File: config.mk
export PLATFORM = sky130hd
export DESIGN_NAME = ttof_ram
export DESIGN_NICKNAME = d
export VERILOG_FILES = /design/src/design/ttof_ram.sv
export SDC_FILE = /design/constraint.sdc
export NUM_CORES = 2
export LEC_CHECK = 0
export BUFFER_PORTS_ARGS = -buffer_cell sky130_fd_sc_hd__buf_2
export CELL_PAD_IN_SITES_DETAIL_PLACEMENT = 1
export CELL_PAD_IN_SITES_GLOBAL_PLACEMENT = 2
export CORE_MARGIN = 1
export CORE_UTILIZATION = 53
export CTS_BUF_LIST = sky130_fd_sc_hd__clkbuf_8
export DETAILED_ROUTE_END_ITERATION = 10
export HOLD_SLACK_MARGIN = 0.06
export PLACE_DENSITY_LB_ADDON = 0.1
export SYNTH_ARGS = -nofsm -noshare
export SYNTH_HDL_FRONTEND = slang
export SYNTH_MEMORY_MAX_BITS = 65536
export SYNTH_SLANG_ARGS = --single-unit
File: constraint.sdc
create_clock -name clk -period 4 [get_ports clk]
set_input_delay 0.8 -clock clk [delete_from_list [all_inputs] [get_ports clk]]
set_output_delay 0.8 -clock clk [all_outputs]
set_load 0.05 [all_outputs]
File: src/design/ttof_ram.sv
module ttof_ram #(
	parameter int WIDTH = 16,
	parameter int DEPTH = 272
) (
	input  logic                                   clk,
	input  logic                                   we,
	input  logic [(DEPTH > 1 ? $clog2(DEPTH) : 1)-1:0] waddr,
	input  logic [WIDTH-1:0]                       wdata,
	input  logic                                   re,
	input  logic [(DEPTH > 1 ? $clog2(DEPTH) : 1)-1:0] raddr,
	output logic [WIDTH-1:0]                       rdata
);

	logic [WIDTH-1:0] mem [0:DEPTH-1];

	always_ff @(posedge clk) begin
		if (we) begin
			mem[waddr] <= wdata;
		end
		if (re) begin
			rdata <= mem[raddr];
		end
	end

endmodule

Word-level counts from Yosys, hierarchy flattened

Memories as Yosys holds them, arrays and structs flattened. A register that Yosys moved wholly into a read port is not among the register bits.
Cells that the tools add are included.

Register bits: 0
Bits in latches: 0
Bits in writable memories: 4,352
Bits in read-only memories: 0
Input port bits: 37
Output and inout bits: 16
Logic and storage cells: 3
Memories: 1

Add/subtract/negate cells: 0
Multiply operators: 0
Divide/modulo/power cells: 0
$lt $le $gt $ge: 0
Equal/unequal tests: 0
Shifts and indexed selects: 0
Mux-type cells: 2
Bitwise operators: 0
Reductions and logical operators: 0

Memories:

| memory | depth | bits a word | rd ports | clocked after Yosys merged registers in | write ports | RTL line | RTL |
|---|---|---|---|---|---|---|---|
| mem    | 272   | 16          | 1        | 1                                       | 1           | 14       | `logic [WIDTH-1:0] mem [0:DEPTH-1];` |

Operators by type and width:

| operator         | count |
|---|---|
| 2-to-1 mux 1 bit | 2 |

Logic depth before layout (Yosys ltp)

Depth after elaboration: 2
Depth in mapped cells: 13
Mapped depth without buffers: 6

Worst setup path after synthesis

OpenSTA, ideal clock, no wires.

Path type: input-to-reg
Start point: input raddr[1] (netlist name)
End point: register rdata[0], read port of mem, data pin
Setup time: 275 ps
Arrival: 2,859 ps
Data required time: 3,725 ps
Setup slack: 866 ps
Stages: 8
Buffers on the path: 3
Path through: buf_2 buf_2 clkbuf_1 mux4_2 mux4_2 a21o_1 o41ai_1 a32oi_1

RTL lines:

| element            | RTL line | RTL |
|---|---|---|
| start: declaration | 10       | `input logic [(DEPTH > 1 ? $clog2(DEPTH) : 1)-1:0] raddr,` |
| end: declaration   | 11       | `output logic [WIDTH-1:0] rdata` |

==> qor.yml <==
clock_tree:
  cts.clk_slew.worst_paths_ns: 0.07
  cts.sinks: 4368
  cts_tree: "yes"
  root_buffer: "clkbuf_8"
  insertion_delay_ns: 1.25
  cts_inserted_buffers: 698
  clock_path_buffers: 4
  cts_max_level: 6
drt:
  wl_per_cell_um: 34.72
  drtIter0Drc: 10630
  vias: 85990
  wl_um: 471200
  ant_nets: 0
  drc: 0
  vias_per_cell: 6.336
  first_pass_iters: 5
worst_setup_path:
  crit_type: "register to register"
  start_kind: "register"
  critPathRequiredTime_ns: 4.94
  end_kind: "register"
  worst_ep_arrival_time_ns: 4.74
  worstPathMaxFanout: 1
hold_path:
  hold_path_class: "input pin to register"
logic_synthesis:
  synth.avg_cell_area_um2: 21.66
  yosysUniqueCellTypes: 55
  netlist_instances: 7724
  synth_fp_nets: 7761
  synth_enable_flop_cells: 4368
  synth-main-ff-cell: "edfxtp_1"
  ys_seq_elements: 4368
  synth_top_area_share_pct: 78.40
  synth_area_leaders: "edfxtp_1, mux4_2, mux2i_1"
  synth.most_common_cell: "edfxtp_1"
  seq_area_frac_synth_pct: 78.40
  ys_top_cells_by_count: "edfxtp_1, mux4_2, mux2i_1"
  ys.warnings.count: 0
  netlist_area_mm2: 0.1673
  async_reset_ff_share_pct: 0
  yosys.area.top_type: "edfxtp_1"
power:
  power.total_uw: 90620
  p_leak_uw: 0.06280
  p_per_area_mw_per_mm2: 473.1
  ir_drop_uv: 338.5
global_routing:
  grt_pass1_vias: 89030
  grt_max_degree: 119
  grt_overflow: 0
  grt_usage_pct: 29.67
  antenna_found_initial: 29
  grt_pass1_wl_um: 664800
sta:
  max_freq_ghz: 0.2634
  fin_crit_ns: 3.797
  min_period_over_period_pct: 94.92
  setup_violations: 0
  worst_pin_slew_ns: 1.268
  rsz0062_at_grt: "no"
  hold_viol_final: 0
  finalMaxSlewViolations: 0
  skew_ns: 0.07714
  maxSlewHeadroom_pct: 14.34
status:
  status: "complete, no violations"
placed_design:
  place.gp.congestion: 0.8479
  port_buffers: 52
  dp_hpwl_um: 294000
  placed_area_mm2: 0.1789
floorplanning:
  start_util_pct: 53.46
  die_h_um: 563.8
  core_area_mm2: 0.3129
  rows: 205
  top_level_ports: 53
  die_area_mm2: 0.3179
  die_w_um: 563.8
finish:
  drive_above_1_share_pct: 28.26
  multi_input_area_mm2: 0.03381
  area_growth_pct: 14.51
  nFillCells: 26160
  design_area_mm2: 0.1916
  regArea_mm2: 0.1312
  fin_nets: 8925
job:
  cap_violations: 0
## registers in the layout, summed over array words and instances, names as in the netlist
| name | count |
|---|---|
| mem | 4352 |
| rdata | 16 |
## cells in the final DEF (no fill, tap or decap), types with 15 or more instances in the layout
master / synthesis / final
a211oi_1: 57 / 57
a21oi_1: 108 / 108
a221oi_1: 27 / 27
a22oi_1: 248 / 248
a32oi_1: 15 / 15
a41oi_1: 41 / 41
buf_12: 0 / 138
buf_2: 74 / 32
buf_4: 69 / 728
buf_8: 1 / 18
clkbuf_8: 0 / 707
clkinv_1: 0 / 156
clkinv_2: 0 / 57
edfxtp_1: 4368 / 4368
inv_1: 9 / 257
inv_8: 0 / 19
mux2i_1: 600 / 600
mux4_2: 835 / 835
nand2_1: 77 / 67
nand3_1: 69 / 65
nand4_1: 16 / 16
nor2_1: 303 / 276
nor2_2: 0 / 26
nor3_1: 87 / 87
nor4_1: 16 / 16
o211ai_1: 29 / 29
o21ai_0: 22 / 22
o221ai_1: 73 / 73
o22ai_1: 124 / 124
## logic make-up after synthesis
logic type | share of synthesized area (%)
buffers and inverters | 1.494
and+or+nand+nor | 1.653
DFF | 78.40
AOI/OAI and AO/OA | 3.537
muxes | 14.91
## worst paths after layout
check / slack [ns] / cells past startpoint / from / to
min reg2reg: 1.12 / 4 / mem[140][10]$_DFFE_PP_ / rdata[10]$_DFFE_PP_
max: 0.20 / 9 / mem[79][14]$_DFFE_PP_ / rdata[14]$_DFFE_PP_
min: 0.15 / 1 / re / rdata[5]$_DFFE_PP_
max reg2reg: 0.20 / 9 / mem[79][14]$_DFFE_PP_ / rdata[14]$_DFFE_PP_
## area by class of cell
cell class | count | area share [%]
sequential | 4368 | 68.47
multi-input combinational | 2881 | 17.65
clock buffer | 707 | 5.080
timing repair buffer | 929 | 4.588
tap | 4140 | 2.704
clock inverter | 526 | 1.471
inverter | 10 | 0.02351
antenna | 10 | 0.01306
## report_power, final
part	switching, uW	internal (uW)
clock	17700	17400
sequential	56.0	50400
combinational	3160	1790
total	21000	69700
## per-layer routing
layer,global-route usage (%),up-vias,part of all wire (%)
li1,-,35160,-
met1,42.61,46240,41
met2,47.05,3923,48
met3,4.848,664,8.0
met4,9.599,6,3.2
met5,0,-,0.0068
## repair_timing
| action | in CTS | in global routing |
|---|---|---|
| hold endpoints to repair | 182 | 0 |
| hold buffers | 13 | 0 |
| gates resized for setup | 0 | 0 |
| buffers inserted | 0 | 0 |
## critical path: stages (launching register included)
cell      delay, ns
edfxtp_1       0.38
mux4_2         0.55
nor3b_1        0.18
nor4_1         0.75
buf_4          0.24
nand4_1        0.09
buf_4          0.17
o41ai_2        0.81
buf_4          0.24
a32oi_1        0.09
## through the flow
stage	TNS [ns]	utilization [%]	hold WS (ns)	worst slack, ns	std cells
3_5_place_dp	-4.640	57.16	1.116	-0.8518	12320
6_report	0	61.22	0.1525	0.2034	13570
4_1_cts	0	61.21	0.06996	0.2759	13560
5_1_grt	0	61.21	0.1319	0.2348	13570
2_1_floorplan	0	-	0.8905	0.8659	7724
3_3_place_gp	-3.978	57.16	1.102	-0.8022	12320
No activity file was read; power rests on OpenSTA's default activity.
